<file path="src/rtl/svr_pkg.sv">
// Shared types and constants of the sample voice renderer.
// Holds field widths, register indexes, reset values and the channel payloads.
// No dependencies.
package svr_pkg;

  localparam int POS_FRAC_W = 16;
  localparam int POS_INT_W  = 24;
  localparam int POS_W      = POS_INT_W + POS_FRAC_W;
  localparam int SAMPLE_W   = 16;
  localparam int ENV_W      = 16;
  localparam int COEF_W     = 16;
  localparam int GAIN_W     = 16;
  localparam int STEP_W     = 24;
  localparam int LEN_W      = 24;
  localparam int MIX_W      = 24;
  localparam int PEAK_W     = 23;
  localparam int STATE_W    = 32;

  localparam int CFG_IDX_W  = 3;
  localparam int CFG_DATA_W = 24;

  typedef enum logic [CFG_IDX_W-1:0] {
    CFG_PITCH_STEP    = 3'd0,
    CFG_SAMPLE_LENGTH = 3'd1,
    CFG_FILTER_ON     = 3'd2,
    CFG_CUTOFF        = 3'd3,
    CFG_RESONANCE     = 3'd4,
    CFG_GAIN_LEFT     = 3'd5,
    CFG_GAIN_RIGHT    = 3'd6
  } cfg_idx_e;

  localparam logic [STEP_W-1:0] PITCH_RST  = STEP_W'(65536);
  localparam logic [LEN_W-1:0]  LENGTH_RST = LEN_W'(1);
  localparam logic [COEF_W-1:0] CUTOFF_RST = COEF_W'(65535);
  localparam logic [COEF_W-1:0] RESON_RST  = COEF_W'(0);
  localparam logic [GAIN_W-1:0] GAIN_RST   = GAIN_W'(4096);

  typedef struct packed {
    logic                       note_start;
    logic signed [SAMPLE_W-1:0] left_here;
    logic signed [SAMPLE_W-1:0] right_here;
    logic signed [SAMPLE_W-1:0] left_after;
    logic signed [SAMPLE_W-1:0] right_after;
    logic [ENV_W-1:0]           envelope;
    logic signed [MIX_W-1:0]    mix_in_left;
    logic signed [MIX_W-1:0]    mix_in_right;
    logic                       peak_clear;
  } svr_in_t;

  typedef struct packed {
    logic signed [MIX_W-1:0] mix_out_left;
    logic signed [MIX_W-1:0] mix_out_right;
    logic [PEAK_W-1:0]       peak_left;
    logic [PEAK_W-1:0]       peak_right;
    logic [POS_INT_W-1:0]    fetch_index;
    logic                    done_res;
  } svr_out_t;

endpackage

</file>
<file path="src/rtl/svr_if.sv">
// Valid/ready stream interfaces for the sample voice renderer.
// Depends on svr_pkg for the frame payload types.
interface svr_in_if import svr_pkg::*; ();
  logic    valid;
  logic    ready;
  svr_in_t data;

  modport source (output valid, output data, input ready);
  modport sink   (input valid, input data, output ready);
endinterface

interface svr_out_if import svr_pkg::*; ();
  logic     valid;
  logic     ready;
  svr_out_t data;

  modport source (output valid, output data, input ready);
  modport sink   (input valid, input data, output ready);
endinterface

</file>
<file path="src/rtl/sample_voice_renderer_top.sv">
// Stereo sampler voice: microcoded datapath around one shared 33x17 multiplier.
// A silent frame skips the channel steps and a frame with the filter off skips the filter
// steps; the next input is taken only once the result is loaded into the output register,
// so a held result stalls the last step and the next frame with it.
// Reset (rst_ni low, async) clears position, filter state, peaks, done and loads the
// register defaults. Depends on svr_pkg and svr_if.
module sample_voice_renderer_top import svr_pkg::*; (
  input  logic                  clk_i,
  input  logic                  rst_ni,
  svr_in_if.sink                in_i,
  svr_out_if.source             out_o,
  input  logic                  cfg_we_i,
  input  logic [CFG_IDX_W-1:0]  cfg_idx_i,
  input  logic [CFG_DATA_W-1:0] cfg_wdata_i
);

  localparam int MUL_A_W = STATE_W + 1;
  localparam int MUL_B_W = ((POS_FRAC_W > COEF_W) ? POS_FRAC_W : COEF_W) + 1;
  localparam int PROD_W  = MUL_A_W + MUL_B_W;
  localparam int ACC_W   = PROD_W + 1;
  localparam int GAIN_SH = SAMPLE_W - 4;

  localparam logic signed [ACC_W-1:0] RND_POS  = ACC_W'(1) <<< (POS_FRAC_W - 1);
  localparam logic signed [ACC_W-1:0] RND_16   = ACC_W'(1) <<< 15;
  localparam logic signed [ACC_W-1:0] RND_GAIN = ACC_W'(1) <<< (GAIN_SH - 1);

  // Program layout
  localparam int STEP_CW  = 5;
  localparam int PROG_LEN = 25;
  localparam logic [STEP_CW-1:0] ST_CHK   = STEP_CW'(0);
  localparam logic [STEP_CW-1:0] ST_CH0   = STEP_CW'(1);
  localparam logic [STEP_CW-1:0] ST_CH1   = STEP_CW'(12);
  localparam logic [STEP_CW-1:0] ST_POS   = STEP_CW'(23);
  localparam logic [STEP_CW-1:0] ST_OUT   = STEP_CW'(24);
  localparam logic [3:0]         GAIN_OFF = 4'd9;

  typedef enum logic {S_IDLE, S_RUN} state_e;

  typedef enum logic [2:0] {
    K_CHK, K_MUL, K_WB_V, K_WB_BAND, K_WB_LOW, K_WB_VOICE, K_POS, K_OUT
  } kind_e;
  typedef enum logic [1:0] {MA_DIFF, MA_V, MA_BAND, MA_VLOW} mul_a_e;
  typedef enum logic [2:0] {MB_FRAC, MB_ENV, MB_RES, MB_CUT, MB_GAIN} mul_b_e;
  typedef enum logic [1:0] {AD_HERE, AD_RND16, AD_RNDG, AD_ACC} add_e;
  typedef enum logic [1:0] {SH_POS, SH_16, SH_GAIN} shift_e;
  typedef enum logic [1:0] {JC_NONE, JC_SILENT, JC_NOFILT} jump_e;

  typedef struct packed {
    kind_e              kind;
    logic               ch;
    mul_a_e             ma;
    mul_b_e             mb;
    add_e               ad;
    shift_e             sh;
    jump_e              jc;
    logic [STEP_CW-1:0] tgt;
  } ucode_t;

  function automatic ucode_t uc_mul(logic ch, mul_a_e ma, mul_b_e mb, add_e ad);
    ucode_t w;
    w      = '0;
    w.kind = K_MUL;
    w.ch   = ch;
    w.ma   = ma;
    w.mb   = mb;
    w.ad   = ad;
    w.jc   = JC_NONE;
    return w;
  endfunction

  function automatic ucode_t uc_ctl(kind_e kind, logic ch, shift_e sh, jump_e jc,
                                    logic [STEP_CW-1:0] tgt);
    ucode_t w;
    w      = '0;
    w.kind = kind;
    w.ch   = ch;
    w.sh   = sh;
    w.jc   = jc;
    w.tgt  = tgt;
    return w;
  endfunction

  // One channel: interpolate, envelope, optional filter, gain.
  function automatic ucode_t uc_chan(logic ch, logic [3:0] off, logic [STEP_CW-1:0] base);
    ucode_t             w;
    logic [STEP_CW-1:0] gain_step;
    gain_step = base + STEP_CW'(GAIN_OFF);
    case (off)
      4'd0:    w = uc_mul(ch, MA_DIFF, MB_FRAC, AD_HERE);
      4'd1:    w = uc_ctl(K_WB_V, ch, SH_POS, JC_NONE, '0);
      4'd2:    w = uc_mul(ch, MA_V, MB_ENV, AD_RND16);
      4'd3:    w = uc_ctl(K_WB_V, ch, SH_16, JC_NOFILT, gain_step);
      4'd4:    w = uc_mul(ch, MA_BAND, MB_RES, AD_RND16);
      4'd5:    w = uc_mul(ch, MA_VLOW, MB_CUT, AD_ACC);
      4'd6:    w = uc_ctl(K_WB_BAND, ch, SH_16, JC_NONE, '0);
      4'd7:    w = uc_mul(ch, MA_BAND, MB_CUT, AD_RND16);
      4'd8:    w = uc_ctl(K_WB_LOW, ch, SH_16, JC_NONE, '0);
      4'd9:    w = uc_mul(ch, MA_V, MB_GAIN, AD_RNDG);
      4'd10:   w = uc_ctl(K_WB_VOICE, ch, SH_GAIN, JC_NONE, '0);
      default: w = uc_ctl(K_WB_VOICE, ch, SH_GAIN, JC_NONE, '0);
    endcase
    return w;
  endfunction

  function automatic ucode_t ucode_rom(logic [STEP_CW-1:0] step);
    ucode_t w;
    if (step == ST_CHK) begin
      w = uc_ctl(K_CHK, 1'b0, SH_16, JC_SILENT, ST_POS);
    end else if (step < ST_CH1) begin
      w = uc_chan(1'b0, 4'(step - ST_CH0), ST_CH0);
    end else if (step < ST_POS) begin
      w = uc_chan(1'b1, 4'(step - ST_CH1), ST_CH1);
    end else if (step == ST_POS) begin
      w = uc_ctl(K_POS, 1'b0, SH_16, JC_NONE, '0);
    end else begin
      w = uc_ctl(K_OUT, 1'b0, SH_16, JC_NONE, '0);
    end
    return w;
  endfunction

  function automatic logic signed [STATE_W-1:0] sat_w32(logic signed [ACC_W-1:0] x);
    logic hi_ones;
    logic hi_zero;
    hi_ones = &x[ACC_W-1:STATE_W-1];
    hi_zero = ~|x[ACC_W-1:STATE_W-1];
    if (hi_ones || hi_zero) return x[STATE_W-1:0];
    else if (x[ACC_W-1]) return {1'b1, {(STATE_W-1){1'b0}}};
    else return {1'b0, {(STATE_W-1){1'b1}}};
  endfunction

  function automatic logic signed [MIX_W-1:0] sat_w24(logic signed [ACC_W-1:0] x);
    logic hi_ones;
    logic hi_zero;
    hi_ones = &x[ACC_W-1:MIX_W-1];
    hi_zero = ~|x[ACC_W-1:MIX_W-1];
    if (hi_ones || hi_zero) return x[MIX_W-1:0];
    else if (x[ACC_W-1]) return {1'b1, {(MIX_W-1){1'b0}}};
    else return {1'b0, {(MIX_W-1){1'b1}}};
  endfunction

  // Control and architectural state
  state_e              state_q;
  logic [STEP_CW-1:0]  step_q, step_d;
  logic [STEP_W-1:0]   pitch_q;
  logic [LEN_W-1:0]    len_q;
  logic                filter_on_q;
  logic [COEF_W-1:0]   cutoff_q, reson_q;
  logic [GAIN_W-1:0]   gain_l_q, gain_r_q;
  logic [POS_W-1:0]    pos_q;
  logic signed [STATE_W-1:0] band_q [2];
  logic signed [STATE_W-1:0] low_q [2];
  logic [PEAK_W-1:0]   peak_q [2];
  logic                ended_q;
  logic                out_valid_q;
  svr_out_t            out_q;

  // Datapath registers
  svr_in_t                    in_q;
  logic signed [ACC_W-1:0]    acc_q;
  logic signed [MUL_A_W-1:0]  v_q;
  logic signed [MIX_W-1:0]    voice_q [2];
  logic                       active_q;
  logic                       last_q;

  ucode_t                     uw;
  logic                       in_xfer, out_load, jump_taken, active_now;
  logic [POS_INT_W-1:0]       ipos;
  logic                       ch;
  logic signed [SAMPLE_W-1:0] a_here, a_after, b_val;
  logic signed [STATE_W-1:0]  band_cur, low_cur, low_new;
  logic [GAIN_W-1:0]          gain_cur;
  logic signed [MUL_A_W-1:0]  mul_a;
  logic signed [MUL_B_W-1:0]  mul_b;
  logic signed [PROD_W-1:0]   prod;
  logic signed [ACC_W-1:0]    addend, acc_d, shifted, low_sum;
  logic [POS_W:0]             pos_sum;
  logic [POS_W-1:0]           pos_next;
  logic [POS_INT_W-1:0]       fetch_d;
  svr_out_t                   out_d;

  assign uw         = ucode_rom(step_q);
  assign ch         = uw.ch;
  assign in_xfer    = in_i.valid && in_i.ready;
  assign in_i.ready = (state_q == S_IDLE);
  assign out_o.valid = out_valid_q;
  assign out_o.data  = out_q;
  assign out_load   = (state_q == S_RUN) && (uw.kind == K_OUT) &&
                      (!out_valid_q || out_o.ready);

  assign ipos       = pos_q[POS_W-1:POS_FRAC_W];
  assign active_now = !ended_q && (ipos < len_q);
  assign jump_taken = ((uw.jc == JC_SILENT) && !active_now) ||
                      ((uw.jc == JC_NOFILT) && !filter_on_q);

  always_comb begin
    a_here   = ch ? in_q.right_here : in_q.left_here;
    a_after  = ch ? in_q.right_after : in_q.left_after;
    b_val    = last_q ? '0 : a_after;
    band_cur = band_q[ch];
    low_cur  = low_q[ch];
    gain_cur = ch ? gain_r_q : gain_l_q;

    case (uw.ma)
      MA_DIFF: mul_a = MUL_A_W'(b_val) - MUL_A_W'(a_here);
      MA_V:    mul_a = v_q;
      MA_BAND: mul_a = MUL_A_W'(band_cur);
      MA_VLOW: mul_a = v_q - MUL_A_W'(low_cur);
      default: mul_a = v_q;
    endcase

    case (uw.mb)
      MB_FRAC: mul_b = MUL_B_W'(pos_q[POS_FRAC_W-1:0]);
      MB_ENV:  mul_b = MUL_B_W'(in_q.envelope);
      MB_RES:  mul_b = MUL_B_W'(reson_q);
      MB_CUT:  mul_b = MUL_B_W'(cutoff_q);
      MB_GAIN: mul_b = MUL_B_W'(gain_cur);
      default: mul_b = MUL_B_W'(gain_cur);
    endcase

    prod = mul_a * mul_b;

    case (uw.ad)
      AD_HERE:  addend = (ACC_W'(a_here) <<< POS_FRAC_W) + RND_POS;
      AD_RND16: addend = RND_16;
      AD_RNDG:  addend = RND_GAIN;
      AD_ACC:   addend = acc_q;
      default:  addend = acc_q;
    endcase
    acc_d = ACC_W'(prod) + addend;

    case (uw.sh)
      SH_POS:  shifted = acc_q >>> POS_FRAC_W;
      SH_16:   shifted = acc_q >>> 16;
      SH_GAIN: shifted = acc_q >>> GAIN_SH;
      default: shifted = acc_q >>> 16;
    endcase

    low_sum = ACC_W'(low_cur) + shifted;
    low_new = sat_w32(low_sum);

    // Saturate the position at all ones
    pos_sum  = {1'b0, pos_q} + (POS_W + 1)'(pitch_q);
    pos_next = pos_sum[POS_W] ? '1 : pos_sum[POS_W-1:0];

    if (len_q == '0) fetch_d = '0;
    else if (ipos > len_q - 1'b1) fetch_d = len_q - 1'b1;
    else fetch_d = ipos;

    out_d.mix_out_left  = sat_w24(ACC_W'(in_q.mix_in_left) + ACC_W'(voice_q[0]));
    out_d.mix_out_right = sat_w24(ACC_W'(in_q.mix_in_right) + ACC_W'(voice_q[1]));
    out_d.peak_left     = peak_q[0];
    out_d.peak_right    = peak_q[1];
    out_d.fetch_index   = fetch_d;
    out_d.done_res      = ended_q;

    if (jump_taken) step_d = uw.tgt;
    else step_d = step_q + 1'b1;
  end

  always_ff @(posedge clk_i or negedge rst_ni) begin
    if (!rst_ni) begin
      state_q     <= S_IDLE;
      step_q      <= '0;
      pitch_q     <= PITCH_RST;
      len_q       <= LENGTH_RST;
      filter_on_q <= 1'b0;
      cutoff_q    <= CUTOFF_RST;
      reson_q     <= RESON_RST;
      gain_l_q    <= GAIN_RST;
      gain_r_q    <= GAIN_RST;
      pos_q       <= '0;
      band_q[0]   <= '0;
      band_q[1]   <= '0;
      low_q[0]    <= '0;
      low_q[1]    <= '0;
      peak_q[0]   <= '0;
      peak_q[1]   <= '0;
      ended_q     <= 1'b0;
      out_valid_q <= 1'b0;
      out_q       <= '0;
    end else begin
      if (cfg_we_i) begin
        case (cfg_idx_i)
          CFG_PITCH_STEP:    pitch_q     <= cfg_wdata_i[STEP_W-1:0];
          CFG_SAMPLE_LENGTH: len_q       <= cfg_wdata_i[LEN_W-1:0];
          CFG_FILTER_ON:     filter_on_q <= cfg_wdata_i[0];
          CFG_CUTOFF:        cutoff_q    <= cfg_wdata_i[COEF_W-1:0];
          CFG_RESONANCE:     reson_q     <= cfg_wdata_i[COEF_W-1:0];
          CFG_GAIN_LEFT:     gain_l_q    <= cfg_wdata_i[GAIN_W-1:0];
          CFG_GAIN_RIGHT:    gain_r_q    <= cfg_wdata_i[GAIN_W-1:0];
          default: ;
        endcase
      end

      if (out_load) begin
        out_valid_q <= 1'b1;
        out_q       <= out_d;
      end else if (out_o.ready) begin
        out_valid_q <= 1'b0;
      end

      case (state_q)
        S_IDLE: begin
          if (in_xfer) begin
            state_q <= S_RUN;
            step_q  <= ST_CHK;
            if (in_i.data.note_start) begin
              pos_q     <= '0;
              band_q[0] <= '0;
              band_q[1] <= '0;
              low_q[0]  <= '0;
              low_q[1]  <= '0;
              ended_q   <= 1'b0;
            end
            if (in_i.data.peak_clear) begin
              peak_q[0] <= '0;
              peak_q[1] <= '0;
            end
          end
        end
        S_RUN: begin
          case (uw.kind)
            K_WB_BAND: band_q[ch] <= sat_w32(shifted);
            K_WB_LOW:  low_q[ch]  <= low_new;
            K_POS: begin
              if (active_q) begin
                pos_q   <= pos_next;
                ended_q <= (pos_next[POS_W-1:POS_FRAC_W] >= len_q);
                if (!voice_q[0][MIX_W-1] && (voice_q[0][PEAK_W-1:0] > peak_q[0]))
                  peak_q[0] <= voice_q[0][PEAK_W-1:0];
                if (!voice_q[1][MIX_W-1] && (voice_q[1][PEAK_W-1:0] > peak_q[1]))
                  peak_q[1] <= voice_q[1][PEAK_W-1:0];
              end else begin
                ended_q <= 1'b1;
              end
            end
            default: ;
          endcase
          // Hold on the final step until the output register is free
          if (uw.kind == K_OUT) begin
            if (out_load) begin
              state_q <= S_IDLE;
              step_q  <= ST_CHK;
            end
          end else begin
            step_q <= step_d;
          end
        end
        default: state_q <= S_IDLE;
      endcase
    end
  end

  always_ff @(posedge clk_i) begin
    if (in_xfer) begin
      in_q       <= in_i.data;
      voice_q[0] <= '0;
      voice_q[1] <= '0;
    end else if (state_q == S_RUN) begin
      case (uw.kind)
        K_CHK: begin
          active_q <= active_now;
          last_q   <= (({1'b0, ipos} + 1'b1) == {1'b0, len_q});
        end
        K_MUL:      acc_q       <= acc_d;
        K_WB_V:     v_q         <= shifted[MUL_A_W-1:0];
        K_WB_LOW:   v_q         <= MUL_A_W'(low_new);
        K_WB_VOICE: voice_q[ch] <= sat_w24(shifted);
        default: ;
      endcase
    end
  end

  a_step_range: assert property (@(posedge clk_i) disable iff (!rst_ni)
    (state_q == S_RUN) |-> (step_q < STEP_CW'(PROG_LEN)))
    else $error("microprogram step out of range");

  a_out_from_last_step: assert property (@(posedge clk_i) disable iff (!rst_ni)
    $rose(out_valid_q) |-> $past((state_q == S_RUN) && (uw.kind == K_OUT)))
    else $error("result appeared outside the output step");

  a_fetch_in_range: assert property (@(posedge clk_i) disable iff (!rst_ni)
    (out_load && (len_q != '0)) |-> (fetch_d < len_q))
    else $error("fetch index beyond sample length");

  a_peak_monotonic: assert property (@(posedge clk_i) disable iff (!rst_ni)
    !$past(in_xfer && in_i.data.peak_clear) |->
      ((peak_q[0] >= $past(peak_q[0])) && (peak_q[1] >= $past(peak_q[1]))))
    else $error("peak hold dropped without a clear");

  a_pos_monotonic: assert property (@(posedge clk_i) disable iff (!rst_ni)
    !$past(in_xfer && in_i.data.note_start) |-> (pos_q >= $past(pos_q)))
    else $error("position moved backward without a note start");

endmodule
</file>
<file path="src/flat_wrapper.sv">
// flat-port wrapper written by rule: the top's interface ports become plain ports
module sample_voice_renderer_top_flat import svr_pkg::*;
  (clk_i, rst_ni, cfg_we_i, cfg_idx_i, cfg_wdata_i, in_i_valid, in_i_data, in_i_ready, out_o_valid, out_o_data, out_o_ready);
  svr_in_if in_i_i ();
  svr_out_if out_o_i ();
  input  logic clk_i;
  input  logic rst_ni;
  input  logic cfg_we_i;
  input  logic [CFG_IDX_W-1:0] cfg_idx_i;
  input  logic [CFG_DATA_W-1:0] cfg_wdata_i;
  input wire logic [$bits(in_i_i.valid)-1:0] in_i_valid;
  input wire logic [$bits(in_i_i.data)-1:0] in_i_data;
  output wire logic [$bits(in_i_i.ready)-1:0] in_i_ready;
  output wire logic [$bits(out_o_i.valid)-1:0] out_o_valid;
  output wire logic [$bits(out_o_i.data)-1:0] out_o_data;
  input wire logic [$bits(out_o_i.ready)-1:0] out_o_ready;
  assign in_i_i.valid = in_i_valid;
  assign in_i_i.data = in_i_data;
  assign in_i_ready = in_i_i.ready;
  assign out_o_valid = out_o_i.valid;
  assign out_o_data = out_o_i.data;
  assign out_o_i.ready = out_o_ready;
  sample_voice_renderer_top u_core (.clk_i(clk_i), .rst_ni(rst_ni), .in_i(in_i_i), .out_o(out_o_i), .cfg_we_i(cfg_we_i), .cfg_idx_i(cfg_idx_i), .cfg_wdata_i(cfg_wdata_i));
endmodule
</file>
<file path="config.mk">
export PLATFORM = sky130hd
export DESIGN_NAME = sample_voice_renderer_top_flat
export DESIGN_NICKNAME = d
export VERILOG_FILES = /design/src/rtl/svr_pkg.sv /design/src/rtl/svr_if.sv /design/src/rtl/sample_voice_renderer_top.sv /design/src/flat_wrapper.sv
export SDC_FILE = /design/constraint.sdc
export NUM_CORES = 2
export LEC_CHECK = 0
export ABC_AREA = 0
export ABC_CLOCK_PERIOD_IN_PS = 20600
export BUFFER_PORTS_ARGS = -buffer_cell sky130_fd_sc_hd__buf_2
export CAP_MARGIN = 20
export CELL_PAD_IN_SITES_DETAIL_PLACEMENT = 1
export CELL_PAD_IN_SITES_GLOBAL_PLACEMENT = 1
export CORE_ASPECT_RATIO = 2
export CORE_MARGIN = 1.5
export CORE_UTILIZATION = 35
export CTS_BUF_LIST = sky130_fd_sc_hd__clkbuf_4 sky130_fd_sc_hd__clkbuf_8
export CTS_CLUSTER_SIZE = 30
export DETAILED_ROUTE_END_ITERATION = 10
export HOLD_SLACK_MARGIN = 0.06
export PLACE_DENSITY_LB_ADDON = 0.1
export SLEW_MARGIN = 15
export SYNTH_ARGS = -nofsm -noshare
export SYNTH_HDL_FRONTEND = slang
export SYNTH_SLANG_ARGS = --single-unit
</file>
<file path="constraint.sdc">
create_clock -name clk_i -period 20.6 [get_ports clk_i]
set_input_delay 1.03 -clock clk_i [delete_from_list [all_inputs] [get_ports clk_i]]
set_output_delay 1.03 -clock clk_i [all_outputs]
set_load 0.01 [all_outputs]
</file>
-- Word level (Yosys, flattened, before mapping)
Memory sizes are Yosys's and may differ from the RTL's.
Index checks and enable logic that the tools add are counted.
- register bits: 668
- RAM bits: 48
- memory bits (read-only): 496
- bits of input ports: 162
- output and inout bits: 121
- word-level logic and storage cells: 248
- memories kept: 3
- $add $sub $neg: 13
- $mul: 1
- $lt $le $gt $ge: 9
- equality and inequality tests: 37
- mux-type cells: 83
- bitwise operators: 3
- reductions and logical operators: 64
- memories (memory ; depth ; width ; rd ports ; clocked after memory_dff ; write ports ; RTL line ; source):
    (name not given) ; 16 ; 16 ; 1 ; 0 ; 0 ; sample_voice_renderer_top.sv:88 ; case (off)
    (name not given) ; 16 ; 15 ; 1 ; 0 ; 0 ; sample_voice_renderer_top.sv:88 ;
    u_core.voice_q ; 2 ; 24 ; 2 ; 0 ; 2 ; sample_voice_renderer_top.sv:161 ; logic signed [MIX_W-1:0] voice_q [2];
- operator list (cell ; count):
    two-way mux 32 bit ; 13
    two-way mux 24 bit ; 12
    two-way mux 64 bit ; 4
    one-hot mux 64 bit (2 select lines) ; 2
    one-hot mux 51 bit (4 select lines) ; 1
    two-way mux 40 bit ; 5
    two-way mux 46 bit ; 4
    one-hot mux 33 bit (4 select lines) ; 1
    bitwise mux 64 bit ; 2
    one-hot mux 46 bit (2 select lines) ; 1
    AND reduction 28 bit ; 3
    OR reduction 28 bit ; 3
    one-hot mux 40 bit (2 select lines) ; 1
    one-hot mux 33 bit (2 select lines) ; 1
    two-way mux 16 bit ; 4
    one-hot mux 16 bit (4 select lines) ; 1
    two-way mux 20 bit ; 3
    adder 50 x 51 -> 51 bit ; 1
    adder 24 x 24 -> 25 bit ; 2
    multiplier 33 x 17 -> 50 bit ; 1
    greater-than comparator 23 bit ; 2
    two-way mux 23 bit ; 2
    adder 40 x 24 -> 41 bit ; 1
    adder 32 x 39 -> 40 bit ; 1
    other kinds (48) ; 139

-- Depth between registers and ports, before layout
- depth after elaboration: 17
- depth in mapped cells: 62
- depth with buffers taken out: 52

-- Least setup slack after synthesis
Ideal clock, no wire load.
- kind: reg-to-reg
- start point: reg u_core.step_q[2]
- end point: reg u_core.acc_q[50], data pin
- library setup time: 0.259 ns
- data arrival time: 14.470 ns
- required time: 20.341 ns
- slack: 5.871 ns
- stages on the path, launching flop included: 54
- buffers on the path: 9
- period minus slack after synthesis: 14.729 ns
- cells stage by stage: dfrtp_1 > buf_2 > buf_1 > inv_1 > ha_1 > nand2_1 > a22oi_1 > buf_4 > buf_4 > clkbuf_1 > buf_1 > clkbuf_1 > buf_1 > clkbuf_1 > nand2_1 > nand2_1 > ha_1 > inv_1 > [... 18 more ...] > fa_1 > inv_1 > fa_1 > fa_1 > inv_1 > fa_1 > inv_1 > ha_1 > a21o_1 > a21oi_1 > nor2_1 > a21oi_1 > o21ai_0 > o41ai_1 > o21ai_0 > a221o_1 > a21oi_1 > xnor2_1
- word-level cells in the longest chain between the ends: 12
- elaborated cells on any way between the ends: 41
- classes of those cells: 6 x add/sub; 1 x mul; 2 x order compare; 9 x eq/ne; 16 x mux; 1 x bitwise; 4 x reduce/logical; 2 x memory
- ends and longest elaborated chain (what ; RTL line ; source):
    start, declared ; sample_voice_renderer_top.sv:143 ; logic [STEP_CW-1:0] step_q, step_d;
    start signal, assigned ; sample_voice_renderer_top.sv:346 ; step_q <= step_d;
    < comparator 5 bit ; sample_voice_renderer_top.sv:111 ; end else if (step < ST_POS) begin
    two-way mux 20 bit ; sample_voice_renderer_top.sv:111 ;
    two-way mux 20 bit ; sample_voice_renderer_top.sv:109 ; end else if (step < ST_CH1) begin
    two-way mux 20 bit (*) ; sample_voice_renderer_top.sv:107 ; if (step == ST_CHK) begin
    NOT 1 -> 2 bit (implied by the code) ; sample_voice_renderer_top.sv:199, sample_voice_renderer_top.sv:200 ;
    two-way mux 32 bit (implied by the code) (3 in series) ; sample_voice_renderer_top.sv:200 ; low_cur = low_q[ch];
    subtractor 33 x 32 -> 33 bit ; sample_voice_renderer_top.sv:207 ; MA_VLOW: mul_a = v_q - MUL_A_W'(low_cur);
    one-hot mux 33 bit (4 select lines) ; sample_voice_renderer_top.sv:203 ; case (uw.ma)
    multiplier 33 x 17 -> 50 bit ; sample_voice_renderer_top.sv:220 ; prod = mul_a * mul_b;
    adder 50 x 51 -> 51 bit (*) ; sample_voice_renderer_top.sv:229 ; acc_d = ACC_W'(prod) + addend;
    named net u_core.acc_d[50] ; sample_voice_renderer_top.sv:175 ; logic signed [ACC_W-1:0] addend, acc_d, shifted, low_sum;
    end signal, assigned ; sample_voice_renderer_top.sv:365 ; K_MUL: acc_q <= acc_d;
    end, declared ; sample_voice_renderer_top.sv:159 ; logic signed [ACC_W-1:0] acc_q;
The timed path passes the listed nets; every way through them passes the cells marked *. The select of a mux whose other input is x is not followed.
A chain may end at the register's enable or synchronous reset.

-- Final worst setup path
- start point: reg u_core.step_q[2]
- end point: reg u_core.acc_q[47], data pin
The elaborated chain is that of the path after synthesis.

==> out/results.tsv <==
metric	value	unit
post-route-period-util	71.2	%
ys_types	104	
root_buffer	clkbuf_8	
die_h	600	um
wl_per_cell	25.5	um
stdcell_count	9433	
final_cell_mix	nand2_1, inv_1, fa_1	
grt_use_met2	52.3	%
num_vias	50614	
critPathMaxStageDelay	850	ps
cts_sinks	716	
yosys_warnings	0	
drt_first_pass_iters	5	
layout-drive-gt1-share	12.6	%
drc_errors	0	
maxCapViolCount	0	
ys_ff_latch	716	
status	complete, no violations	
ant_nets	0	
tns	0	ps
floorplan.initialDensity	35.2	%
cts_buffers	115	
clkSlewWorstSetupHoldPaths	70	ps
start_kind	flop	
grt_pass1_wl	360	mm
io_buffers	282	
layout_commonest_cell	nand2_1	
top_usage_layer	met2	
rr_startpoint	u_core.step_q[2]	
slew_headroom	21.5	%
clock.fmax	68.2	MHz
crit_path_end_kind	flop	
rsz0062_at_grt	false	
synth-seq-area-share	30.8	%
syn_area_per_cell	9.23	sq um
antenna_found_initial	8	
tightest_slew	1170	ps
num_rows	219	
synth_edf_count	262	
pin_count	283	
slew_viol_final	0	
wirelength	240	mm
die_x	302	um
syn_area	62500	sq um
syn_inst	6772	
cts_hold_buf	0	
holdCritPathClass	in -> async	
synth_nets	7903	
gp_congestion	0.909	
dp_hpwl	194	mm
r2r_setup_slack	5940	ps
clock_skew	95.4	ps
nNetsFinal	8141	
min_period	14660	ps
grt_pass1_vias	57174	
finalHoldViolCount	0	
drt_iter0_markers	2170	
crit_required	21170	ps
gr-total-overflow	0	
vias_per_cell	5.37	
critPathKind	reg -> reg	
numPlacedInstances	9212	
cp.arrival	15230	ps
syn2layout_area_growth	11.3	%
synth_flop_cell	dfrtp_1	
die-area	181000	sq um
grt_max_degree	138	
setup_viol	0	
grt_use_met3	2.48	%
reg2reg_to	u_core.acc_q[47]	
path_max_fanout	49	
clk_latency	910	ps
reg2reg_depth	54	
use_met1	26.8	%
async_flop_share	63.4	%
cts_setup_buffers	0	
design.core.area	178000	sq um
cts_resized	0	
htreeDepth	3	
clock_path_buffers	3	
grt_use_total	26.7	%
crit_path_top_delay_cell	nor2_1	
cts_tree	yes	
-- flip-flops by register name, indices dropped and copies added, names as in the netlist, 5 cells and up --
| signal | flops |
|---|---|
| u_core.in_q | 128 |
| u_core.out_o.data | 119 |
| u_core.band_q | 64 |
| u_core.low_q | 64 |
| u_core.acc_q | 51 |
| u_core.voice_q | 48 |
| u_core.out_d | 46 |
| u_core.pos_q | 40 |
| u_core.v_q | 33 |
| u_core.len_q | 24 |
| u_core.pitch_q | 24 |
| u_core.cutoff_q | 16 |
| u_core.gain_l_q | 16 |
| u_core.gain_r_q | 16 |
| u_core.reson_q | 16 |
| u_core.step_q | 5 |
-- worst max-delay path: cells and delay by family (launching register included) --
kind / cells / cell delay [ps]
simple gates: 11 / 2290
fa+ha+maj: 10 / 4120
xor+xnor: 1 / 80
flops: 1 / 690
compound gates: 23 / 5010
buf+inv: 9 / 2060
-- cell families (layout without fill, tap and decap cells) --
group / count (synthesis) / in the layout / synth area share, %
and+or+nand+nor: 1995 / 1995 / 14.2
muxes: 215 / 215 / 3.69
adders and majority gates: 978 / 978 / 26.5
other: 0 / 3 / 0
xor gates and xnor gates: 253 / 253 / 3.55
AOI/OAI and AO/OA: 1433 / 1433 / 14.1
buffers and inverters: 1182 / 1520 / 7.19
DFF: 716 / 716 / 30.8
-- final cells by class --
type / count / area [sq um]
Fill cell: 20599 / 108000
Multi-Input combinational cell: 4874 / 39000
Sequential cell: 716 / 19300
Inverter: 887 / 3330
Tap cell: 2320 / 2900
Timing Repair Buffer: 416 / 2480
Clock buffer: 174 / 2110
Clock inverter: 43 / 472
Antenna cell: 3 / 7.51
-- routing by layer --
| layer | wire (um) | up-vias |
|---|---|---|
| met5 | 29 | - |
| met4 | 15900 | 4 |
| met3 | 6500 | 506 |
| met2 | 134000 | 968 |
| met1 | 84300 | 26103 |
| li1 | - | 23033 |
-- per-stage QoR --
step	util, %	area (sq um)	setup slack (ps)	hold WS [ps]
2_1_floorplan	-	62500	5870	450
3_3_place_gp	37.7	66900	6070	454
3_5_place_dp	37.7	66900	5920	462
4_1_cts	39.1	69500	5840	157
5_1_grt	39.2	69500	5240	176
6_report	39.2	69500	5940	154
-- worst max-delay path by stage --
stage                startpoint               end  slack, ps  cells past startpoint
2_1_floorplan  u_core.step_q[2]  u_core.acc_q[50]       5870                     53
3_3_place_gp   u_core.step_q[2]  u_core.acc_q[47]       6070                     54
3_5_place_dp   u_core.step_q[2]  u_core.acc_q[47]       5920                     54
4_1_cts        u_core.step_q[2]  u_core.acc_q[47]       5840                     54
5_1_grt        u_core.step_q[2]  u_core.acc_q[47]       5240                     54
6_report       u_core.step_q[2]  u_core.acc_q[47]       5940                     54
-- cell usage after synthesis, types with 73 or more instances --
library cell,instances,area share (%)
nand2_1,930,5.6
inv_1,887,5.3
fa_1,575,18
nor2_1,471,2.8
o21ai_0,454,3.6
dfrtp_1,434,17
ha_1,394,7.9
a21oi_1,371,3.0
edfxtp_1,262,13
clkbuf_1,246,1.5
xnor2_1,192,2.7
a21o_1,120,1.4
mux2_2,118,2.1
nor2b_1,102,1.0
nand3_1,97,0.78
mux2i_1,96,1.5
o21ai_1,82,0.66
nand2b_1,77,0.77
nor3_1,73,0.58
Power is left out: the tool's default activity adds up to more than one toggle a clock period on the data nets, which glitch-free logic cannot reach.
